<file path="src/design/epwd_pkg.sv">
`timescale 1ns / 1ps
`default_nettype none
// ----------------------------------------------------------------------------
// epwd_pkg: shared types and constants of the wake word detector
// Profile table, register indexes, reset values, the cell bus type.
// ----------------------------------------------------------------------------
package epwd_pkg;

    localparam int FRAME_SIZE_DEF      = 32;
    localparam int WINDOW_FRAMES       = 16;
    localparam int COOLDOWN_FRAMES_DEF = 256;
    localparam int WORD_COUNT_DEF      = 5;
    localparam int CFG_IDX_W           = 3;
    localparam int CFG_DATA_W          = 16;

    localparam logic [CFG_IDX_W-1:0] REG_NOISE_FLOOR = 3'd0;
    localparam logic [CFG_IDX_W-1:0] REG_WORDS_EN    = 3'd1;
    localparam logic [CFG_IDX_W-1:0] REG_MIN_VOICED  = 3'd2;
    localparam logic [CFG_IDX_W-1:0] REG_THR_BASE    = 3'd3;

    localparam logic [15:0] NOISE_FLOOR_RST = 16'd200;
    localparam logic [2:0]  WORDS_EN_RST    = 3'd5;
    localparam logic [4:0]  MIN_VOICED_RST  = 5'd4;

    // window data handed from cell to cell
    typedef struct packed {
        logic [15:0] energy;
        logic        voiced;
    } hist_t;

    function automatic logic [9:0] thr_reset(input logic [2:0] w);
        logic [9:0] r;
        begin
            case (w)
                3'd0: r = 10'd480;
                3'd1: r = 10'd450;
                3'd2: r = 10'd440;
                3'd3: r = 10'd420;
                default: r = 10'd430;
            endcase
            return r;
        end
    endfunction

    // built-in profiles, entry k is matched against the k-th oldest frame
    function automatic logic [15:0] profile(input logic [2:0] w, input logic [3:0] k);
        logic [15:0] t [0:15];
        begin
            case (w)
                3'd0: t = '{16'd100, 16'd800, 16'd3200, 16'd6400, 16'd9800, 16'd14000,
                            16'd12000, 16'd8000, 16'd10000, 16'd15000, 16'd12000,
                            16'd7000, 16'd3000, 16'd1200, 16'd400, 16'd100};
                3'd1: t = '{16'd300, 16'd4000, 16'd12000, 16'd18000, 16'd16000, 16'd8000,
                            16'd2000, 16'd800, 16'd1500, 16'd9000, 16'd16000,
                            16'd13000, 16'd8000, 16'd3500, 16'd900, 16'd200};
                3'd2: t = '{16'd200, 16'd3000, 16'd10000, 16'd16000, 16'd14000, 16'd9000,
                            16'd4000, 16'd1500, 16'd500, 16'd800, 16'd9000,
                            16'd14000, 16'd11000, 16'd6000, 16'd2000, 16'd400};
                3'd3: t = '{16'd400, 16'd5000, 16'd14000, 16'd18000, 16'd16000, 16'd14000,
                            16'd12000, 16'd10000, 16'd10000, 16'd12000, 16'd14000,
                            16'd12000, 16'd8000, 16'd4000, 16'd1500, 16'd300};
                default: t = '{16'd300, 16'd3500, 16'd11000, 16'd16000, 16'd12000, 16'd6000,
                            16'd1500, 16'd300, 16'd200, 16'd1200, 16'd8000,
                            16'd13000, 16'd10000, 16'd5000, 16'd1800, 16'd400};
            endcase
            return t[k];
        end
    endfunction

endpackage
`default_nettype wire

</file>
<file path="src/design/epwd_cell.sv">
`timescale 1ns / 1ps
`default_nettype none
// ----------------------------------------------------------------------------
// epwd_cell: one window cell
// Holds one frame energy and voiced flag; shifts in on a new frame and
// rotates around the ring during scoring.
// ----------------------------------------------------------------------------
module epwd_cell (
    input  wire             clk,
    input  wire             shift_en,
    input  epwd_pkg::hist_t din,
    output epwd_pkg::hist_t dout
);
    import epwd_pkg::*;

    hist_t data_reg;

    // take the neighbor's value on each shift
    always_ff @(posedge clk)
    begin
        if (shift_en)
        begin
            data_reg <= din;
        end
    end

    assign dout = data_reg;
endmodule
`default_nettype wire

</file>
<file path="src/design/epwd_sqrt.sv">
`timescale 1ns / 1ps
`default_nettype none
// ----------------------------------------------------------------------------
// epwd_sqrt: iterative floor square root
// One result bit per cycle, a 16-bit root from a 32-bit operand.
// ----------------------------------------------------------------------------
module epwd_sqrt (
    input  wire         clk,
    input  wire         rst_n,
    input  wire         start,
    input  wire  [31:0] radicand,
    output logic        done,
    output logic [15:0] root
);
    logic [31:0] rem_reg;
    logic [15:0] root_reg;
    logic [4:0]  cnt_reg;
    logic        busy_reg;
    logic [31:0] bitv;
    logic [33:0] cand;

    assign bitv  = 32'd1 << {cnt_reg[3:0], 1'b0};

    // restoring root, MSB first: test (2*root+1)<<2k
    assign cand = ({18'd0, root_reg} << ({1'b0, cnt_reg[3:0]} + 5'd1))
                  + {2'd0, bitv};

    always_ff @(posedge clk or negedge rst_n)
    begin
        if (!rst_n)
        begin
            busy_reg <= 1'b0;
            done     <= 1'b0;
            cnt_reg  <= 5'd0;
        end
        else
        begin
            done <= 1'b0;
            if (start)
            begin
                busy_reg <= 1'b1;
                cnt_reg  <= 5'd15;
                rem_reg  <= radicand;
                root_reg <= 16'd0;
            end
            else if (busy_reg)
            begin
                if ({2'd0, rem_reg} >= cand)
                begin
                    rem_reg  <= rem_reg - cand[31:0];
                    root_reg[cnt_reg[3:0]] <= 1'b1;
                end
                if (cnt_reg == 5'd0)
                begin
                    busy_reg <= 1'b0;
                    done     <= 1'b1;
                end
                cnt_reg <= cnt_reg - 5'd1;
            end
        end
    end

    assign root = root_reg;
endmodule
`default_nettype wire

</file>
<file path="src/design/energy_profile_wake_word_detector.sv">
`timescale 1ns / 1ps
`default_nettype none
// ----------------------------------------------------------------------------
// energy_profile_wake_word_detector: frame energy and profile matching
// Accumulates PCM frames, finds twice their RMS level, keeps a 16-frame ring
// of cells and scores the built-in word profiles at voiced frames outside cooldown.
// ----------------------------------------------------------------------------
//  channel  | signals                                 | beat
//  in       | in_valid, in_stall, action, sample      | one sample or soft reset
//  out      | out_valid, out_stall, frame_energy ...  | one result per frame
//  cfg      | cfg_we, cfg_index, cfg_data             | one register write
// A sample that does not end a frame only updates the sums and counts. A frame
// end waits on the square root loop, then scores each profile with one ring
// rotation through the cell chain and a compare.
// in_stall is high while a frame is processed; the output state of a frame end
// holds while the previous result still waits at the output.
// Reset clears control state.
// ----------------------------------------------------------------------------
module energy_profile_wake_word_detector #(
    parameter int COOLDOWN_FRAMES = epwd_pkg::COOLDOWN_FRAMES_DEF,
    parameter int WORD_COUNT      = epwd_pkg::WORD_COUNT_DEF
) (
    input  wire                               clk,
    input  wire                               rst_n,
    input  wire                               in_valid,
    output logic                              in_stall,
    input  wire                               action,
    input  wire signed [15:0]                 sample,
    output logic                              out_valid,
    input  wire                               out_stall,
    output logic [15:0]                       frame_energy,
    output logic [7:0]                        crossing_rate,
    output logic                              voiced,
    output logic                              detected,
    output logic [2:0]                        word_index,
    input  wire                               cfg_we,
    input  wire  [epwd_pkg::CFG_IDX_W-1:0]    cfg_index,
    input  wire  [epwd_pkg::CFG_DATA_W-1:0]   cfg_data
);
    import epwd_pkg::*;

    // frame length must be a power of two: mean and rate use shifts
    localparam int FRAME_SIZE = FRAME_SIZE_DEF;
    localparam int CNT_W  = $clog2(FRAME_SIZE + 1);
    localparam int CRS_W  = $clog2(FRAME_SIZE);
    localparam int SUM_W  = 30 + $clog2(FRAME_SIZE + 1);
    localparam int SH     = $clog2(FRAME_SIZE);
    localparam int RATE_W = CRS_W + 8;

    typedef enum logic [2:0] {S_ACC, S_SQRT, S_WAIT, S_PREP, S_SCORE, S_EVAL, S_OUT}
        state_t;

    // configuration registers
    logic [15:0] bg_level_reg;
    logic [2:0]  words_en_reg;
    logic [4:0]  voiced_need_reg;
    logic [9:0]  thr_reg [0:4];

    always_ff @(posedge clk or negedge rst_n)
    begin
        if (!rst_n)
        begin
            bg_level_reg    <= NOISE_FLOOR_RST;
            words_en_reg    <= WORDS_EN_RST;
            voiced_need_reg <= MIN_VOICED_RST;
            for (int i = 0; i < 5; i++)
            begin
                thr_reg[i] <= thr_reset(3'(i));
            end
        end
        else if (cfg_we)
        begin
            unique case (cfg_index)
                REG_NOISE_FLOOR: bg_level_reg    <= cfg_data;
                REG_WORDS_EN:    words_en_reg    <= cfg_data[2:0];
                REG_MIN_VOICED:  voiced_need_reg <= cfg_data[4:0];
                default:         thr_reg[cfg_index - REG_THR_BASE] <= cfg_data[9:0];
            endcase
        end
    end

    state_t           state_reg;
    logic [CNT_W-1:0] cnt_reg;
    logic [SUM_W-1:0] sum_reg;
    logic [CRS_W:0]   cross_reg;
    logic             prev_reg;
    logic [4:0]       seen_reg;
    logic [11:0]      cool_reg;
    logic [2:0]       word_reg;
    logic [3:0]       k_reg;
    logic [19:0]      dist_reg;
    logic [4:0]       vcnt_reg;
    logic [15:0]      energy_reg;
    logic             voiced_reg;
    logic [2:0]       limit_reg;
    logic [7:0]       rate_reg;
    logic             det_reg;
    logic [2:0]       widx_reg;

    logic               accept;
    logic               out_free;
    logic               sq_start, sq_done;
    logic [15:0]        sq_root;
    logic [31:0]        mean;
    logic               nonneg;
    logic signed [31:0] samp_ext;
    logic [31:0]        sq;

    assign accept   = in_valid && !in_stall;
    assign out_free = !out_valid || !out_stall;
    assign nonneg   = !sample[15];
    assign samp_ext = 32'(sample);
    assign sq       = samp_ext * samp_ext;
    assign mean     = 32'(sum_reg >> SH);
    assign sq_start = (state_reg == S_SQRT);

    epwd_sqrt u_sqrt (
        .clk      (clk),
        .rst_n    (rst_n),
        .start    (sq_start),
        .radicand (mean),
        .done     (sq_done),
        .root     (sq_root)
    );

    // ring of cells: cell 0 is newest, cell 15 oldest
    hist_t ring_d [0:WINDOW_FRAMES-1];
    hist_t ring_q [0:WINDOW_FRAMES-1];
    logic  shift_en;
    logic  push;
    hist_t new_h;

    assign push     = (state_reg == S_PREP);
    assign shift_en = push || (state_reg == S_SCORE);
    assign new_h.energy = energy_reg;
    assign new_h.voiced = voiced_reg;

    // on push take the new frame, while scoring rotate oldest to newest
    always_comb
    begin
        ring_d[0] = push ? new_h : ring_q[WINDOW_FRAMES-1];
        for (int i = 1; i < WINDOW_FRAMES; i++)
        begin
            ring_d[i] = ring_q[i-1];
        end
    end

    for (genvar g = 0; g < WINDOW_FRAMES; g++)
    begin : g_cell
        epwd_cell u_cell (
            .clk      (clk),
            .shift_en (shift_en),
            .din      (ring_d[g]),
            .dout     (ring_q[g])
        );
    end

    // distance step on the oldest cell
    logic [15:0] prof, eo, ad;
    assign eo   = ring_q[WINDOW_FRAMES-1].energy;
    assign prof = profile(word_reg, k_reg);
    assign ad   = (eo >= prof) ? eo - prof : prof - eo;

    logic [15:0] avg;
    logic [25:0] pen_mul;
    logic [10:0] pen;
    assign avg     = dist_reg[19:4];
    assign pen_mul = 26'(avg) * 26'd1000;
    assign pen     = 11'(pen_mul >> 15);

    logic [9:0] score;
    assign score = (pen >= 11'd1000) ? 10'd0 : 10'(11'd1000 - pen);

    logic [15:0] thr3;
    assign thr3 = 16'(bg_level_reg * 16'd3);

    logic [RATE_W-1:0] rate_full;
    assign rate_full = RATE_W'(cross_reg) * RATE_W'(255);

    assign in_stall = (state_reg != S_ACC);

    always_ff @(posedge clk or negedge rst_n)
    begin
        if (!rst_n)
        begin
            state_reg <= S_ACC;
            cnt_reg   <= '0;
            sum_reg   <= '0;
            cross_reg <= '0;
            prev_reg  <= 1'b0;
            seen_reg  <= 5'd0;
            cool_reg  <= 12'd0;
            out_valid <= 1'b0;
        end
        else
        begin
            // raise on a loaded result, drop once the beat is taken
            if (state_reg == S_OUT && out_free)
            begin
                out_valid <= 1'b1;
            end
            else if (!out_stall)
            begin
                out_valid <= 1'b0;
            end
            unique case (state_reg)
                S_ACC:
                begin
                    if (accept)
                    begin
                        if (action)
                        begin
                            cool_reg <= 12'd0;
                        end
                        else
                        begin
                            sum_reg <= sum_reg + SUM_W'(sq);
                            if (cnt_reg != '0 && nonneg != prev_reg)
                            begin
                                cross_reg <= cross_reg + 1'b1;
                            end
                            prev_reg <= nonneg;
                            cnt_reg  <= cnt_reg + 1'b1;
                            if (cnt_reg == CNT_W'(FRAME_SIZE - 1))
                            begin
                                state_reg <= S_SQRT;
                            end
                        end
                    end
                end
                S_SQRT: state_reg <= S_WAIT;
                S_WAIT:
                begin
                    if (sq_done)
                    begin
                        energy_reg <= sq_root[15] ? 16'hFFFF : {sq_root[14:0], 1'b0};
                        voiced_reg <= (sq_root[15] ? 16'hFFFF : {sq_root[14:0], 1'b0})
                                      > thr3;
                        state_reg  <= S_PREP;
                    end
                end
                S_PREP:
                begin
                    rate_reg  <= 8'(rate_full >> SH);
                    det_reg   <= 1'b0;
                    widx_reg  <= 3'd0;
                    cnt_reg   <= '0;
                    sum_reg   <= '0;
                    cross_reg <= '0;
                    prev_reg  <= 1'b0;
                    if (seen_reg < 5'd16)
                    begin
                        seen_reg <= seen_reg + 5'd1;
                    end
                    limit_reg <= (words_en_reg > 3'(WORD_COUNT)) ? 3'(WORD_COUNT)
                                                                : words_en_reg;
                    word_reg <= 3'd0;
                    k_reg    <= 4'd0;
                    dist_reg <= 20'd0;
                    vcnt_reg <= 5'd0;
                    if (cool_reg != 12'd0)
                    begin
                        cool_reg  <= cool_reg - 12'd1;
                        state_reg <= S_OUT;
                    end
                    else if ((seen_reg >= 5'd15) && voiced_reg
                             && words_en_reg != 3'd0)
                    begin
                        state_reg <= S_SCORE;
                    end
                    else
                    begin
                        state_reg <= S_OUT;
                    end
                end
                S_SCORE:
                begin
                    dist_reg <= dist_reg + 20'(ad);
                    vcnt_reg <= vcnt_reg + 5'(ring_q[WINDOW_FRAMES-1].voiced);
                    k_reg    <= k_reg + 4'd1;
                    if (k_reg == 4'd15)
                    begin
                        state_reg <= S_EVAL;
                    end
                end
                S_EVAL:
                begin
                    if (vcnt_reg >= voiced_need_reg && score >= thr_reg[word_reg])
                    begin
                        det_reg   <= 1'b1;
                        widx_reg  <= word_reg;
                        cool_reg  <= 12'(COOLDOWN_FRAMES);
                        state_reg <= S_OUT;
                    end
                    else if (word_reg + 3'd1 >= limit_reg)
                    begin
                        state_reg <= S_OUT;
                    end
                    else
                    begin
                        word_reg  <= word_reg + 3'd1;
                        k_reg     <= 4'd0;
                        dist_reg  <= 20'd0;
                        vcnt_reg  <= 5'd0;
                        state_reg <= S_SCORE;
                    end
                end
                S_OUT:
                begin
                    // hold until the output register is free, then load it
                    if (out_free)
                    begin
                        frame_energy  <= energy_reg;
                        voiced        <= voiced_reg;
                        crossing_rate <= rate_reg;
                        detected      <= det_reg;
                        word_index    <= widx_reg;
                        state_reg     <= S_ACC;
                    end
                end
                default: state_reg <= S_ACC;
            endcase
        end
    end
endmodule
`default_nettype wire

</file>
<file path="config.mk">
export PLATFORM = sky130hd
export DESIGN_NAME = energy_profile_wake_word_detector
export DESIGN_NICKNAME = d
export VERILOG_FILES = /design/src/design/epwd_pkg.sv /design/src/design/epwd_cell.sv /design/src/design/epwd_sqrt.sv /design/src/design/energy_profile_wake_word_detector.sv
export SDC_FILE = /design/constraint.sdc
export NUM_CORES = 2
export LEC_CHECK = 0
export ABC_CLOCK_PERIOD_IN_PS = 26900
export BUFFER_PORTS_ARGS = -buffer_cell sky130_fd_sc_hd__buf_4
export CAP_MARGIN = 10
export CORE_MARGIN = 8
export CORE_UTILIZATION = 55
export DETAILED_ROUTE_END_ITERATION = 16
export GPL_TIMING_DRIVEN = 0
export MAX_ROUTING_LAYER = met4
export PLACE_DENSITY_LB_ADDON = 0.08
export SYNTH_ARGS = -nofsm -noshare
export SYNTH_HDL_FRONTEND = slang
export SYNTH_HIERARCHICAL = 1
export SYNTH_SLANG_ARGS = --single-unit
</file>
<file path="constraint.sdc">
create_clock -name clk -period 26.9 [get_ports clk]
set_clock_uncertainty 0.05 [all_clocks]
set_input_delay 1.345 -clock clk [delete_from_list [all_inputs] [get_ports clk]]
set_output_delay 1.345 -clock clk [all_outputs]
set_load 0.05 [all_outputs]
</file>
==> impl_metrics.xml <==
<?xml version="1.0" encoding="UTF-8"?>
<metrics>
  <group name="timing">
    <metric name="final-hold-violation-count" unit="">0</metric>
    <metric name="timing.final.setup_violations" unit="">0</metric>
    <metric name="holdWs" unit="ns">0.357</metric>
    <metric name="final.period_utilization" unit="">0.364</metric>
    <metric name="setup_tns" unit="ns">0</metric>
    <metric name="report.final.slew_viol_count" unit="">0</metric>
    <metric name="fmaxAchievable" unit="MHz">102</metric>
    <metric name="rsz0062_at_grt" unit="">no</metric>
    <metric name="post-route-worst-setup-slack" unit="ns">17.12</metric>
    <metric name="final.min_clock_period" unit="ns">9.78</metric>
    <metric name="worst_slew_margin_rel" unit="">0.257</metric>
    <metric name="max_slew.worst_pin.slew" unit="ns">1.11</metric>
  </group>
  <group name="finish">
    <metric name="seqCellArea" unit="mm2">0.0162</metric>
    <metric name="area.growth.synth_to_final" unit="%">9.81</metric>
    <metric name="multi_input_area" unit="mm2">0.0249</metric>
    <metric name="drive_gt1_frac" unit="">0.0932</metric>
    <metric name="num-fill-cells" unit="">6673</metric>
    <metric name="layout.cells.most_common" unit="">sky130_fd_sc_hd__inv_1</metric>
    <metric name="finalNonFillerCells" unit="">5365</metric>
    <metric name="largest_reg_flops" unit="">272</metric>
    <metric name="mostFrequentLayoutCells" unit="">sky130_fd_sc_hd__inv_1, sky130_fd_sc_hd__edfxtp_1, sky130_fd_sc_hd__ha_1, sky130_fd_sc_hd__nand2_1, sky130_fd_sc_hd__fa_1</metric>
    <metric name="final_nets" unit="">4968</metric>
  </group>
  <group name="route">
    <metric name="num_vias" unit="">31000</metric>
    <metric name="detail_route.vias_per_cell" unit="">5.77</metric>
    <metric name="first_iter_violations" unit="">2260</metric>
    <metric name="drt-total-wl" unit="um">109000</metric>
    <metric name="antenna_violating_nets_post_route" unit="">0</metric>
    <metric name="first_pass_iters" unit="">5</metric>
    <metric name="remaining_drc_errors" unit="">0</metric>
    <metric name="wire_per_inst" unit="um">20.3</metric>
  </group>
  <group name="yosys">
    <metric name="synth.distinct_cells" unit="">103</metric>
    <metric name="post_synth_inst_count" unit="">4119</metric>
    <metric name="postSynthAreaPerCell" unit="um2">10.6</metric>
    <metric name="yosysWarnings" unit="">6</metric>
    <metric name="synth_simple_gate_area_frac" unit="">0.117</metric>
    <metric name="synth-async-reset-ratio" unit="">0.268</metric>
    <metric name="post_synth_instance_area" unit="mm2">0.0435</metric>
    <metric name="synth_compound_gate_area_share" unit="">0.127</metric>
    <metric name="total_of_flip_flops_plus_latches_after_synthesis" unit="">564</metric>
    <metric name="ys.flop_type" unit="">sky130_fd_sc_hd__edfxtp_1</metric>
    <metric name="synth_xor_xnor_area_share" unit="">0.0401</metric>
    <metric name="post_synth_fa_ha_maj_area_fraction" unit="">0.244</metric>
    <metric name="synth_top_family_by_area" unit="">adder cells</metric>
    <metric name="yosys-mux-area-fraction" unit="">0.0436</metric>
    <metric name="seq_total_area_yosys" unit="">0.373</metric>
    <metric name="synth-edff-count" unit="">413</metric>
    <metric name="mappedNetlistNets" unit="">4823</metric>
  </group>
  <group name="clock_tree">
    <metric name="clkSinkCount" unit="">564</metric>
    <metric name="clockRootBuffer" unit="">sky130_fd_sc_hd__clkbuf_16</metric>
    <metric name="postCtsSetupRepairBufs" unit="">0</metric>
    <metric name="ctsHoldBuffers" unit="">0</metric>
    <metric name="cts-htree-levels" unit="">2</metric>
    <metric name="clockBufferDepth" unit="">3</metric>
    <metric name="path_clk_slew" unit="ns">0.07</metric>
    <metric name="clock_tree_from_tritoncts" unit="">yes</metric>
    <metric name="tritoncts.num_buffers" unit="">61</metric>
    <metric name="clk-insertion-delay-late" unit="ns">0.66</metric>
    <metric name="cts_repair_resize_count" unit="">0</metric>
  </group>
  <group name="grt">
    <metric name="grtUsageTotal" unit="">0.249</metric>
    <metric name="grt_pass1_wl" unit="um">172000</metric>
    <metric name="grt_start_max_net_pins" unit="">94</metric>
    <metric name="grt_overflow_total" unit="">0</metric>
    <metric name="grt_pass1_vias" unit="">30300</metric>
    <metric name="antenna_found_initial" unit="">6</metric>
  </group>
  <group name="setup_path">
    <metric name="timing_worst_setup_path_type" unit="">primary input to register</metric>
    <metric name="startpoint_type" unit="">primary input</metric>
    <metric name="cell_family_with_the_largest_share_of_critical_path_delay" unit="">adder cells</metric>
    <metric name="timing.critical_path.slowest_cell_delay" unit="ns">0.59</metric>
    <metric name="crit_path_max_fanout" unit="">10</metric>
    <metric name="cp_slowest_cell" unit="">sky130_fd_sc_hd__fa_1</metric>
    <metric name="crit_required" unit="ns">27.35</metric>
    <metric name="critical_path_data_arrival_time" unit="ns">10.24</metric>
    <metric name="path_buf_inv" unit="">8</metric>
    <metric name="setup.worst_path.end_class" unit="">register</metric>
    <metric name="critPathMostFrequentCell" unit="">sky130_fd_sc_hd__fa_1</metric>
  </group>
  <group name="place">
    <metric name="place.port_buffers" unit="">70</metric>
    <metric name="place_inst" unit="">5250</metric>
    <metric name="dp_slack" unit="ns">16.50</metric>
    <metric name="finalWeightedCongestion" unit="">0.988</metric>
    <metric name="detailedPlacementHpwl" unit="um">84900</metric>
  </group>
  <group name="floorplanning">
    <metric name="die_w" unit="um">297</metric>
    <metric name="core" unit="mm2">0.0786</metric>
    <metric name="boundaryPins" unit="">72</metric>
    <metric name="die_area" unit="mm2">0.0884</metric>
    <metric name="number_of_rows_created_at_floorplan" unit="">103</metric>
    <metric name="die_height" unit="um">297</metric>
    <metric name="initial_utilization" unit="">0.554</metric>
  </group>
  <group name="outcome">
    <metric name="outcome" unit="">finished, final reports clean</metric>
  </group>
  <group name="worst_hold_path">
    <metric name="hp-class" unit="">register to register</metric>
  </group>
  <group name="job">
    <metric name="drv.max_cap_violation_count" unit="">0</metric>
  </group>
</metrics>
## synth_stat cells, drive strengths merged, types with 34 or more instances
library cell | number | area [um2]
or2 | 37 | 231
inv | 485 | 1820
o21ai | 214 | 1070
o31ai | 34 | 293
o21a | 38 | 293
edfxtp | 413 | 12400
and2 | 78 | 488
mux2i | 66 | 661
a21oi | 187 | 940
fa | 312 | 6250
clkbuf | 114 | 428
nor3 | 72 | 365
nand2b | 44 | 275
nand3 | 69 | 345
mux2 | 92 | 1040
ha | 351 | 4390
a31oi | 43 | 269
dfrtp | 122 | 3050
xor2 | 76 | 684
nand2 | 337 | 1260
nor2b | 36 | 233
a21o | 91 | 683
nor2 | 266 | 1010
xnor2 | 120 | 1060
## worst reg2reg max path, delay by kind of cell (launching register included)
kind | cells | cell delay (ns)
multiplexers | 1 | 0.42
AND/OR/NAND/NOR | 6 | 1.01
adder cells (fa/ha/maj) | 3 | 1.11
XOR/XNOR | 1 | 0.07
AO/OA/AOI/OAI | 14 | 4.35
buffers and inverters | 8 | 1.86
flip-flops | 1 | 0.38
## kinds of logic (layout without fill, tap and decap cells)
group,after synthesis,after routing
AOI/OAI and AO/OA,836,836
xor gates and xnor gates,196,196
adders and majority gates,663,663
buffers and inverters,630,824
DFF,564,564
muxes,167,167
other,1,3
and+or+nand+nor,1062,1062
## metrics by stage
step	utilization	area, um2
final	0.608	47800
after global placement	0.577	45400
after detailed placement	0.581	45700
after global routing	0.608	47800
after floorplan	-	43500
after CTS	0.608	47800
## final cells by class
type | count | area share
Multi-Input combinational cell | 2925 | 0.522
Tap cell | 1050 | 0.0275
Timing Repair Buffer | 82 | 0.0168
Clock buffer | 82 | 0.0352
Clock inverter | 30 | 0.00864
Antenna cell | 2 | 0.000105
Sequential cell | 564 | 0.339
Inverter | 486 | 0.0382
Buffer | 144 | 0.0124
## routing by layer
metal,GRT usage,wire length (um),share of wire,vias to the layer above
met3,0.0314,6160,0.057,142
met2,0.386,50500,0.46,825
met5,-,0,0,-
met4,0.0566,2220,0.020,0
met1,0.352,50100,0.46,15400
li1,-,-,-,14600
## worst paths after layout
check / start / to / slack [ns] / cells past startpoint
max in group asynchronous: rst_n / sum_reg[0] / 25.19 / 2
max: sample[15] / sum_reg[35] / 17.12 / 34
min: g_cell[2].u_cell/dout[4] / g_cell[3].u_cell/dout[4] / 0.36 / 0
max reg2reg: u_sqrt/cnt_reg[0] / u_sqrt/rem_reg[0] / 17.26 / 33
min reg2reg: g_cell[2].u_cell/dout[4] / g_cell[3].u_cell/dout[4] / 0.36 / 0
min in group asynchronous: rst_n / thr_reg[21] / 0.62 / 1
Power is not shown: default switching activity piles up to over one toggle a cycle in this logic, so the estimate is an artifact.
